File: config.mk
export PLATFORM = sky130hd
export DESIGN_NAME = lead_off_debounce_monitor
export DESIGN_NICKNAME = d
export VERILOG_FILES = /design/src/rtl/core/lodm_pkg.sv /design/src/rtl/core/lead_off_debounce_monitor.sv
export SDC_FILE = /design/constraint.sdc
export NUM_CORES = 1
export LEC_CHECK = 0
export BUFFER_PORTS_ARGS = -buffer_cell sky130_fd_sc_hd__buf_2
export CAP_MARGIN = 5
export CORE_MARGIN = 2
export CORE_UTILIZATION = 55
export DETAILED_ROUTE_END_ITERATION = 8
export PLACE_DENSITY = 0.81
export SYNTH_ARGS = -nofsm -noshare
export SYNTH_HDL_FRONTEND = slang
export SYNTH_SLANG_ARGS = --single-unit
File: constraint.sdc
create_clock -name clock -period 12.4 [get_ports clock]
set_input_delay 3.1 -clock clock [delete_from_list [all_inputs] [get_ports clock]]
set_output_delay 3.1 -clock clock [all_outputs]
set_load 0.01 [all_outputs]
File: src/rtl/core/lodm_pkg.sv
package lodm_pkg;

   // Raw fault flags carried by one status sample
   localparam int NUM_FLAGS = 7;
   localparam int CNT_W     = 8;

   // Flag positions inside the debounced flag vector
   localparam int FLAG_POS_OVER   = 0;
   localparam int FLAG_POS_UNDER  = 1;
   localparam int FLAG_NEG_OVER   = 2;
   localparam int FLAG_NEG_UNDER  = 3;
   localparam int FLAG_DRIVE      = 4;
   localparam int FLAG_LVL_OVER   = 5;
   localparam int FLAG_LVL_UNDER  = 6;

   // Electrode bits of the disconnect masks
   localparam int MASK_DRIVE_POS = 0;
   localparam int MASK_SENSE_POS = 1;
   localparam int MASK_SENSE_NEG = 2;
   localparam int MASK_DRIVE_NEG = 3;

   localparam logic [CNT_W-1:0] DEBOUNCE_RESET = 8'd3;

   localparam int REQ_DATA_W = 16;
   localparam int RSP_DATA_W = 32;

   typedef enum logic [1:0] {
      CONF_CONNECTED    = 2'd0,
      CONF_DEFINITE_OFF = 2'd1,
      CONF_PROBABLE_OFF = 2'd2,
      CONF_AMBIGUOUS    = 2'd3
   } conf_type;

   typedef struct packed {
      logic                 measuring;
      logic                 monitor_enable;
      logic [NUM_FLAGS-1:0] raw_flags;
   } sample_type;

   typedef struct packed {
      conf_type             drive_neg_confidence;
      conf_type             sense_neg_confidence;
      conf_type             sense_pos_confidence;
      conf_type             drive_pos_confidence;
      logic [3:0]           possible_off_mask;
      logic [3:0]           off_mask;
      logic                 compliance_warning;
      logic                 drive_leads_invalid;
      logic                 neg_sense_off;
      logic                 pos_sense_off;
      logic [NUM_FLAGS-1:0] debounced_flags;
      logic                 active;
   } result_type;

endpackage

File: src/rtl/core/lead_off_debounce_monitor.sv
// Lead-off debounce monitor. Each req item is one polled status sample: seven
// raw fault flags (tdata bits 6:0) plus monitor_enable (bit 7) and measuring
// (bit 8). While enabled and measuring, each flag runs an 8-bit saturating
// counter that clears when the flag is low; a flag is debounced once its
// counter reaches csr_debounce_count (reset 3, zero makes every flag debounced).
// Every sample gives exactly one rsp item with the debounced flags, electrode
// off flags, masks and confidence codes; an inactive sample clears all
// counters and returns an all-zero item. Each sample passes through the sample
// register, then the result register; one sample is taken every cycle, limited
// only by backpressure on rsp. Write csr only while no item is in flight.
module lead_off_debounce_monitor (
   input  logic                            clock,
   input  logic                            reset,
   input  logic                            csr_we,
   input  logic [lodm_pkg::CNT_W-1:0]      csr_debounce_count,
   input  logic                            req_tvalid,
   output logic                            req_tready,
   // [0] sense_pos_over [1] sense_pos_under [2] sense_neg_over
   // [3] sense_neg_under [4] drive_out_of_range [5] level_over
   // [6] level_under [7] monitor_enable [8] measuring, rest zero
   input  logic [lodm_pkg::REQ_DATA_W-1:0] req_tdata,
   output logic                            rsp_tvalid,
   input  logic                            rsp_tready,
   // [0] active [7:1] debounced_flags [8] pos_sense_off [9] neg_sense_off
   // [10] drive_leads_invalid [11] compliance_warning [15:12] off_mask
   // [19:16] possible_off_mask [21:20] drive_pos_confidence
   // [23:22] sense_pos_confidence [25:24] sense_neg_confidence
   // [27:26] drive_neg_confidence, rest zero
   output logic [lodm_pkg::RSP_DATA_W-1:0] rsp_tdata
);

   localparam int CW        = lodm_pkg::CNT_W;
   localparam int NUM_FLAGS = lodm_pkg::NUM_FLAGS;

   logic [CW-1:0]          debounce_ff, debounce_in;
   logic                   smp_valid_ff, smp_valid_in;
   lodm_pkg::sample_type   smp_ff, smp_in;
   logic                   out_valid_ff, out_valid_in;
   lodm_pkg::result_type   out_ff, out_in;
   logic [CW-1:0]          cnt_ff [NUM_FLAGS];
   logic [CW-1:0]          cnt_in [NUM_FLAGS];
   logic                   advance;
   logic                   run;
   logic [NUM_FLAGS-1:0]   deb;
   logic                   pos_off, neg_off, drv, ac_off, invalid;

   // Handshake: sample stage moves on whenever the result register is empty or being read out
   assign advance    = smp_valid_ff && (!out_valid_ff || rsp_tready);
   assign req_tready = !smp_valid_ff || advance;
   assign rsp_tvalid = out_valid_ff;
   assign rsp_tdata  = {{(lodm_pkg::RSP_DATA_W - $bits(lodm_pkg::result_type)){1'b0}},
                        out_ff};

   // Config register
   assign debounce_in = csr_we ? csr_debounce_count : debounce_ff;

   // Sample register
   always_comb begin
      smp_valid_in = smp_valid_ff;
      smp_in       = smp_ff;
      if (advance) begin
         smp_valid_in = 1'b0;
      end
      if (req_tvalid && req_tready) begin
         smp_valid_in = 1'b1;
         smp_in       = req_tdata[$bits(lodm_pkg::sample_type)-1:0];
      end
   end

   // Counter update and debounce compare
   assign run = smp_ff.monitor_enable && smp_ff.measuring;

   always_comb begin
      for (int i = 0; i < NUM_FLAGS; i++) begin
         cnt_in[i] = cnt_ff[i];
         if (advance) begin
            if (!run || !smp_ff.raw_flags[i]) begin
               cnt_in[i] = '0;
            end else if (cnt_ff[i] < debounce_ff) begin
               cnt_in[i] = cnt_ff[i] + CW'(1);
            end
         end
         deb[i] = run && (cnt_in[i] >= debounce_ff);
      end
   end

   // Derived electrode status
   assign pos_off = deb[lodm_pkg::FLAG_POS_OVER] || deb[lodm_pkg::FLAG_POS_UNDER];
   assign neg_off = deb[lodm_pkg::FLAG_NEG_OVER] || deb[lodm_pkg::FLAG_NEG_UNDER];
   assign drv     = deb[lodm_pkg::FLAG_DRIVE];
   assign ac_off  = deb[lodm_pkg::FLAG_LVL_OVER] || deb[lodm_pkg::FLAG_LVL_UNDER];
   assign invalid = ac_off && (!(pos_off || neg_off) || drv);

   always_comb begin
      out_in                      = '0;
      out_in.active               = run;
      out_in.debounced_flags      = deb;
      out_in.pos_sense_off        = pos_off;
      out_in.neg_sense_off        = neg_off;
      out_in.drive_leads_invalid  = invalid;
      out_in.compliance_warning   = drv && !ac_off;
      out_in.off_mask[lodm_pkg::MASK_SENSE_POS]          = pos_off;
      out_in.off_mask[lodm_pkg::MASK_SENSE_NEG]          = neg_off;
      out_in.possible_off_mask[lodm_pkg::MASK_SENSE_POS] = pos_off;
      out_in.possible_off_mask[lodm_pkg::MASK_SENSE_NEG] = neg_off;
      out_in.possible_off_mask[lodm_pkg::MASK_DRIVE_POS] = invalid;
      out_in.possible_off_mask[lodm_pkg::MASK_DRIVE_NEG] = invalid;
      out_in.drive_pos_confidence = invalid ? lodm_pkg::CONF_AMBIGUOUS
                                            : lodm_pkg::CONF_CONNECTED;
      out_in.drive_neg_confidence = out_in.drive_pos_confidence;
      out_in.sense_pos_confidence = pos_off ? lodm_pkg::CONF_DEFINITE_OFF
                                            : lodm_pkg::CONF_CONNECTED;
      out_in.sense_neg_confidence = neg_off ? lodm_pkg::CONF_DEFINITE_OFF
                                            : lodm_pkg::CONF_CONNECTED;
      if (!advance) begin
         out_in = out_ff;
      end
   end

   // Result register valid
   always_comb begin
      out_valid_in = out_valid_ff;
      if (rsp_tready) begin
         out_valid_in = 1'b0;
      end
      if (advance) begin
         out_valid_in = 1'b1;
      end
   end

   always_ff @(posedge clock) begin
      if (reset) begin
         debounce_ff  <= lodm_pkg::DEBOUNCE_RESET;
         smp_valid_ff <= 1'b0;
         out_valid_ff <= 1'b0;
         for (int i = 0; i < NUM_FLAGS; i++) begin
            cnt_ff[i] <= '0;
         end
      end else begin
         debounce_ff  <= debounce_in;
         smp_valid_ff <= smp_valid_in;
         out_valid_ff <= out_valid_in;
         for (int i = 0; i < NUM_FLAGS; i++) begin
            cnt_ff[i] <= cnt_in[i];
         end
      end
   end

   always_ff @(posedge clock) begin
      smp_ff <= smp_in;
      out_ff <= out_in;
   end

   // An inactive result carries nothing but zeros
   assert property (@(posedge clock) disable iff (reset)
      out_valid_ff && !out_ff.active |-> out_ff == '0)
      else $error("inactive result has nonzero fields");

   // Definite mask never marks drive electrodes
   assert property (@(posedge clock) disable iff (reset)
      out_valid_ff |-> !out_ff.off_mask[lodm_pkg::MASK_DRIVE_POS]
                    && !out_ff.off_mask[lodm_pkg::MASK_DRIVE_NEG])
      else $error("drive bit set in definite off mask");

   // A held sample is not dropped
   assert property (@(posedge clock) disable iff (reset)
      smp_valid_ff && !advance |=> smp_valid_ff && $stable(smp_ff))
      else $error("stalled sample lost");

   // A stalled result is not overwritten
   assert property (@(posedge clock) disable iff (reset)
      out_valid_ff && !rsp_tready |=> out_valid_ff && $stable(out_ff))
      else $error("stalled result overwritten");

   // First and last counters start cleared after reset
   assert property (@(posedge clock)
      reset |=> cnt_ff[0] == '0 && cnt_ff[NUM_FLAGS-1] == '0)
      else $error("counters not cleared by reset");

endmodule

==> impl.org, run 1 <==
** Outcome
- The run finished with clean final reports.

** Die
- Chip Width :: approximately 110 µm
- For this design the top-level I/O count stands at 63.
- Standard-cell rows :: 40
- For this configuration, the core starts out at a cell density of between 50% and 60%.
- The floorplan step set the die height to 114 µm.
- The floorplan step defined a die boundary enclosing around 0.013 mm².
- Core Box Area :: approximately 0.012 mm²

** Timing
- Dividing the final minimum period by the clock period gives 54.0%.
- Number of endpoints failing setup at the final stage :: 0
- Post-route setup TNS :: 0 ps
- Setup repair after global routing left no endpoint under its margin.
- Static timing analysis puts the maximum clock frequency at 0.149 GHz.
- The worst pin sits at a relative slew slack of between 30% and 40%.
- Final worst path period need :: 6690 ps
- The count of final max-slew check failures was 0.
- Number of endpoints with negative hold slack in the final report :: 0
- Tightest Pin Transition :: 994 ps
- Layout Skew :: 10.5 ps

** Final layout
- The number of antenna diodes in the final layout is 0.
- Core Util, Final :: 60.3%
- Of the cells placed in the final design, the portion with a size suffix greater than 1 is a little over an eighth.
- In the final design database the tool counted approximately 900 nets.
- Leaving out filler cells and counting taps, the final layout contains about 890.
- Final Instance Area :: approximately 0.0072 mm²
- P&R area growth vs syn :: 8.17%

** GRT
- Summed over all layers, the global routing overflow is 0.
- The first global-routing pass estimated about 26 mm of wire.
- Number of global-route vias before repair :: about 5,500
- Total Routing Usage GR :: around a quarter
- Entering global routing, the biggest net connects 17 pins.
- The initial antenna violation count is 0.

** Setup path
- The critical path goes through buf_2 -> nor2b_4 -> nand2_1 -> buf_2.
- For the worst flop-to-flop path, the logic depth is 15.
- On the critical path, the stage with the largest delay is an instance of nor2b_4.
- Data arrives at the worst endpoint at between 3000 and 4000 ps.
- Highest cell delay on the worst timing path :: about 150 ps
- Along the worst path, the maximum fanout reaches 5.
- Element type at the critical path end :: output pin
- Category of the most critical setup path :: in -> out
- By instance count, the cell type seen most on the critical path is buf_2.
- Register-to-register path setup slack :: 7530 ps
- STA classifies the critical path startpoint as a primary input.
- The worst register-to-register path ends at rsp_tdata[20].
- In this run the critical register-to-register path is launched from debounce_ff[6].
- Worst EP required :: between 9000 and 10,000 ps

** Yosys
- In this run, synthesis inferred 21 flip-flops with an integrated enable.
- Post-synthesis instance area :: between 0.006 and 0.007 mm²
- Ys async rst share :: 0%
- Top flip-flop cell by instance count after synthesis :: dfxtp_1
- Synthesis instantiated between 50 and 60 different standard cells from the library.
- Synthesis inferred 87 register bits.
- For this run, the number of Yosys warnings is 0.
- The synthesized netlist devotes 5.56% of its cell area to XOR and XNOR gates.
- By area, the combinational part of the netlist is dominated by adder cells.
- Summing the areas of all and, or, nand and nor instances in the mapped netlist gives 19.2% of the synthesized area.
- Area share of the largest cell type after synthesis :: between 20% and 30%
- Commonest cells in the netlist :: 118 x nor2_1, 112 x ha_1, 66 x dfxtp_1, 33 x nand2_1, 31 x a21oi_1
- Instance count of the mapped netlist :: 706
- By area the synthesized netlist is led by ha_1 21%, dfxtp_1 20%, edfxtp_1 9.5%.
- ha_1 takes more of the synthesized area than any other cell.
- Summing the sequential cell areas from Yosys gives between 20 and 30% of the chip area.
- Summing the areas of all compound-gate instances in the mapped netlist gives approximately 18% of the synthesized area.
- Adder-Cell Fraction of Synth Area :: roughly a fifth
- By instance count, the leading cell after synthesis is nor2_1.
- Avg Cell Area, Syn :: approximately 9.4 µm²
- Mux contribution to synthesized area :: 2.12%

** Detailed routing
- For this run, design rule violations remaining after detail routing come to 0.
- DR WL/cell :: around 17 µm
- Number of vias after detailed routing :: 5,480
- Using the TritonRoute via totals, the vias-per-cell ratio works out to 6.13.
- After the first detailed-routing iteration, the DRC count stood at 424.
- After detailed routing, the total wire length is 15.5 mm.
- Number of routed nets with antenna violations :: 0
- The first detailed-routing pass took 5 iterations.

** Power and ir drop
- In this run the power density over the cells is 94.8 mW/mm².
- Highest ir drop seen on vdd :: around 70 µV
- Static Leakage :: 0.00330 µW

** Clock network
- The root buffer cell chosen for the clock tree is clkbuf_16.
- Register clock-pin slew on the reported worst setup and hold paths :: about 60 ps
- The tree built by TritonCTS fans out to 87 sinks.
- Maximum level of the CTS H-tree :: 3
- Counting along the longest clock path gives a buffer depth of 2.
- Post-CTS repair changed the size of 0 cells.
- Number of CTS-inserted buffers :: 9
- Hold buffer count at CTS :: 0
- TritonCTS built the clock tree.
- Later-pin clock latency in the skew report :: 360 ps
- After clock tree synthesis, the setup repair step added 0 buffers.

** Placed design
- Placement Cell Area :: a little under 0.007 mm²
- Post-placement cell count :: between 800 and 900
- At the end of routability-driven placement, the weighted congestion stood at 0.862.
- During placement, the flow inserted port buffers numbering 47.
- Once detailed placement completed, the half-perimeter wirelength came to ~11 mm.

** Worst hold path
- The min-delay analysis places its worst path in the category reg -> reg.
- The startpoint identified for the worst hold timing path is debounce_ff[5].
- Number of stages on the worst hold path :: 2
- Endpoint, Worst Hold :: debounce_ff[5]

** Flow run
- Max cap viols :: 0
## flip-flops by register name (all words and copies together) (netlist names)
register / cells
rsp_tdata: 12
rsp_tvalid: 1
smp_valid_ff: 1
cnt_ff: 56
smp_ff: 9
debounce_ff: 8
## layout make-up
cell class / count / area, µm²
fill: 956 / 4710
multi-input combinational: 570 / 4380
sequential: 87 / 1950
timing repair buffer: 52 / 273
clock buffer: 13 / 260
tap: 147 / 184
inverter: 22 / 82.6
clock inverter: 3 / 17.5
## cell families (layout without fill, tap and decap cells)
group / after synthesis / after routing
other: 1 / 8
multiplexers: 14 / 14
buffers and inverters: 56 / 90
AND/OR/NAND/NOR: 253 / 253
adder cells (fa/ha/maj): 112 / 112
AO/OA/AOI/OAI: 141 / 141
flip-flops: 87 / 87
XOR/XNOR: 42 / 42
## power breakdown
part | switching [µW] | leakage (µW) | internal (µW) | total [µW]
registers | 5.97 | 0.000737 | 298 | 304
logic | 71.3 | 0.00243 | 41.8 | 113
clock network | 114 | 0.000137 | 146 | 260
## worst max-delay path: cells and delay by family
family	cells	cell delay [ps]
buffers and inverters	2	260
and+or+nand+nor	2	230
## per-stage QoR
| step | setup slack (ps) | power, µW | hold slack, ps |
|---|---|---|---|
| after floorplan | 5980 | 395 | 460 |
| after global placement | 5600 | 416 | 473 |
| after detailed placement | 5560 | 422 | 488 |
| after CTS | 5710 | 682 | 506 |
| after global routing | 5550 | 706 | 530 |
| final | 5710 | 678 | 499 |
## layer usage
layer	vias up	share of wire, %	global-route usage (%)
li1	2635	-	-
met1	2624	43	30.2
met2	177	48	43.7
met3	44	5.1	4.62
met4	0	3.2	12.4
met5	-	0	0
## layout by cell type (no fill, tap or decap), types with 16 or more instances in the layout
cell and instances:
nor2_1 118, ha_1 112, dfxtp_1 66, buf_2 47, nand2_1 33, a21oi_1 31
xor2_1 23, inv_1 22, edfxtp_1 21, xnor2_1 19, o211ai_1 17, nand2b_1 16
## worst max-delay path by stage
| stage | from | to | cells after the start |
|---|---|---|---|
| 5_1_grt | rsp_tready | rsp_tdata[20] | 14 |
| 3_5_place_dp | rsp_tready | rsp_tdata[20] | 14 |
| 4_1_cts | rsp_tready | req_tready | 4 |
| 3_3_place_gp | rsp_tready | rsp_tdata[20] | 14 |
| 2_1_floorplan | rsp_tready | req_tready | 2 |
| 6_report | rsp_tready | req_tready | 4 |
(Power assumes the default switching activity.)
==> inputs of run 2 (changes only) <==
--- a/config.mk
+++ b/config.mk
@@ -10,7 +10,7 @@
 export CORE_MARGIN = 2
 export CORE_UTILIZATION = 55
 export DETAILED_ROUTE_END_ITERATION = 8
-export PLACE_DENSITY = 0.81
+export PLACE_DENSITY = 0.84
 export SYNTH_ARGS = -nofsm -noshare
 export SYNTH_HDL_FRONTEND = slang
 export SYNTH_SLANG_ARGS = --single-unit
==> constraint.sdc (replaced) <==
create_clock -name clock -period 6.07 [get_ports clock]
set_input_delay 1.5175 -clock clock [delete_from_list [all_inputs] [get_ports clock]]
set_output_delay 1.5175 -clock clock [all_outputs]
set_load 0.01 [all_outputs]
==> run 2 against run 1 <==
Against the previous run: clock power increased by 120%; setup slack worse by 4400 ps; critical path depth increased by 10; critical path type is now in -> reg; largest power group unchanged.
==> impl.org, run 2 (synthesized netlist as in run 1, its figures left out) <==
** Final layout
- Net count of the finished layout :: 886
- Register with the most flip-flops :: cnt_ff
- Total of fill cells in the finished design :: 943
- The register with the most flip-flops in the layout has 56 of them.
- The library cell used most frequently in the layout, excluding fill and tap cells, is nor2_1.
- Non-filler instance count after layout :: roughly 900
- Most frequent cells in the layout :: 118 x nor2_1, 112 x ha_1, 66 x dfxtp_1
- The repair_antennas step left the layout with diodes totalling 0.
- In the final layout, the share of cells above drive strength 1 is between 10% and 20%.
- P&R area growth vs syn :: 8.87%

** Timing
- Tightest Pin Transition :: about 720 ps
- Normalized max-slew margin :: between 50 and 60%
- Fmax :: 0.208 GHz
- Post-route setup TNS :: 0 ps
- Final number of max-transition violations :: 0
- Final hold analysis gives a worst-case slack of 514 ps.
- RSZ-0062 raised after global routing :: no
- Least setup slack across all paths after layout :: roughly 1300 ps
- In the finished design, the share of the clock period the worst path needs comes to 79.2%.
- The hold violation count in the final report was 0.
- Between clock sinks in the finished design, the worst skew comes to 8.63 ps.
- Number of endpoints failing setup at the final stage :: 0
- Final worst path period need :: just under 5000 ps

** Detailed routing
- Number of design rule violations left after detail routing :: 0
- The detailed router placed 5,448 vias in this run.
- Number of routed nets with antenna violations :: 0
- DR WL/cell :: between 15 and 20 µm
- In this run, the number of DRC markers left after iteration 0 of detailed routing was 358.
- For this block, the routed nets add up to about 15 mm of wire.
- 1st-pass router iterations :: 5
- In the routed layout, each cell is associated on average with a via count of just over 6.

** Power and ir drop
- Highest ir drop seen on vdd :: between 100 and 150 µV
- Power density relative to cell area :: approximately 200 mW/mm²
- For this design the static power due to leakage is between 0.003 and 0.004 µW.

** Clock network
- Clock-pin slew was measured on the worst setup and hold paths at roughly 60 ps.
- Clock tree synthesis found a total of between 80 and 90 sinks.
- Number of CTS-inserted buffers :: 9
- The clock tree synthesis step divided the H-tree into 3 levels.
- Later-pin clock latency in the skew report :: between 300 and 400 ps
- Hold repair after CTS inserted 0 buffers.
- Clock root buffer :: clkbuf_16
- Gates resized, CTS repair :: 0
- Postcts setup bufs :: 0
- TritonCTS built the clock tree.
- Maximum clock path buffer count :: 2

** Placed design
- PortBufs :: 47
- The wire-length estimate of the detail-placed layout is 11.2 mm.
- RD Place Congestion :: 0.889
- In this run, placement finished with an instance count of 881.
- Setup WS pre-CTS :: ~1100 ps

** Die
- The die is 114 µm wide.
- Total die area :: about 0.013 mm²
- I/O pin count :: between 60 and 70
- Core Box Area :: roughly 0.012 mm²
- Starting density of the core :: 55.7%
- Standard-cell rows :: 40
- Die H :: about 110 µm

** Setup path
- The critical path goes through buf_2 -> nor2b_4 -> nand2b_4 -> or3_1 -> a21oi_1 -> xor2_1 -> nand2b_1 -> ha_1 -> nand2b_1 -> a2111oi_0 -> nor4_1 -> a2111oi_2 -> nand4_1 -> a221oi_1.
- Worst EP required :: ~6200 ps
- For this run, the slowest stage of the critical path takes 570 ps.
- Maximum fanout count along the critical path :: 14
- The worst setup path is captured at a flip-flop.
- The slowest stage of the critical path belongs to the cell or3_1.
- The worst setup path is launched from a primary input.
- STA puts the critical path data arrival time at about 5000 ps.
- The most numerous cell type found on the critical path is nand2b_1.
- The worst setup path is of the in -> reg kind.

** GRT
- Initial antenna violation count :: 0
- Pin count of the biggest net entering global routing :: 17
- Number of global-route vias before repair :: ~5,400
- Gr ovfl total :: 0
- Total Routing Usage GR :: around 24%
- Wire length of the first global-routing pass :: 25.4 mm

** Outcome
- The flow ran to the end, and the final reports show no timing, DRC or antenna violations.

** Flow run
- Max-cap violations in this run came to 0.

** Worst hold path
- The path class of the tightest hold or removal check is reg -> reg.
## run 2: layout make-up
type / count / area, µm² / area share [%]
multi-input combinational: 570 / 4380 / 60.9
sequential: 87 / 1950 / 27.1
timing repair buffer: 55 / 295 / 4.10
clock buffer: 12 / 256 / 3.56
tap: 147 / 184 / 2.55
inverter: 22 / 82.6 / 1.15
clock inverter: 4 / 45.0 / 0.626
## run 2: worst paths after layout
path                                      from             end  slack [ps]  cells after the start
worst max-delay path                rsp_tready   rsp_tdata[20]        1260                     14
worst min-delay path            debounce_ff[2]  debounce_ff[2]         510                      2
worst max register to register  debounce_ff[5]   rsp_tdata[20]        1510                     16
worst min register to register  debounce_ff[2]  debounce_ff[2]         510                      2
## run 2: stage by stage
step / power [µW] / cell area, µm² / utilization, %
floorplan: 806 / 6640 / -
global placement: 850 / 6900 / 58.2
detailed placement: 863 / 6900 / 58.2
CTS: 1430 / 7200 / 60.7
global route: 1480 / 7200 / 60.7
finish: 1430 / 7200 / 60.7
## run 2: worst max-delay path, delay by kind of cell
family	cells	cell delay, ps
compound gates	4	1500
simple gates	7	1380
fa+ha+maj	1	260
xor+xnor	1	230
buf+inv	1	100
## run 2: routing by layer
metal / global-route usage [%] / part of all wire, % / wire length, µm / up-vias
met5: 0 / 0 / 0 / -
met4: 12.7 / 3.9 / 610 / 0
met3: 3.83 / 4.8 / 746 / 50
met2: 42.4 / 49 / 7530 / 188
met1: 29.4 / 43 / 6610 / 2577
li1: - / - / - / 2633
## run 2: report_power, final
group	switching, µW	internal [µW]	total, µW
combinational	145	87.0	232
sequential	11.7	610	621
clock	235	340	575
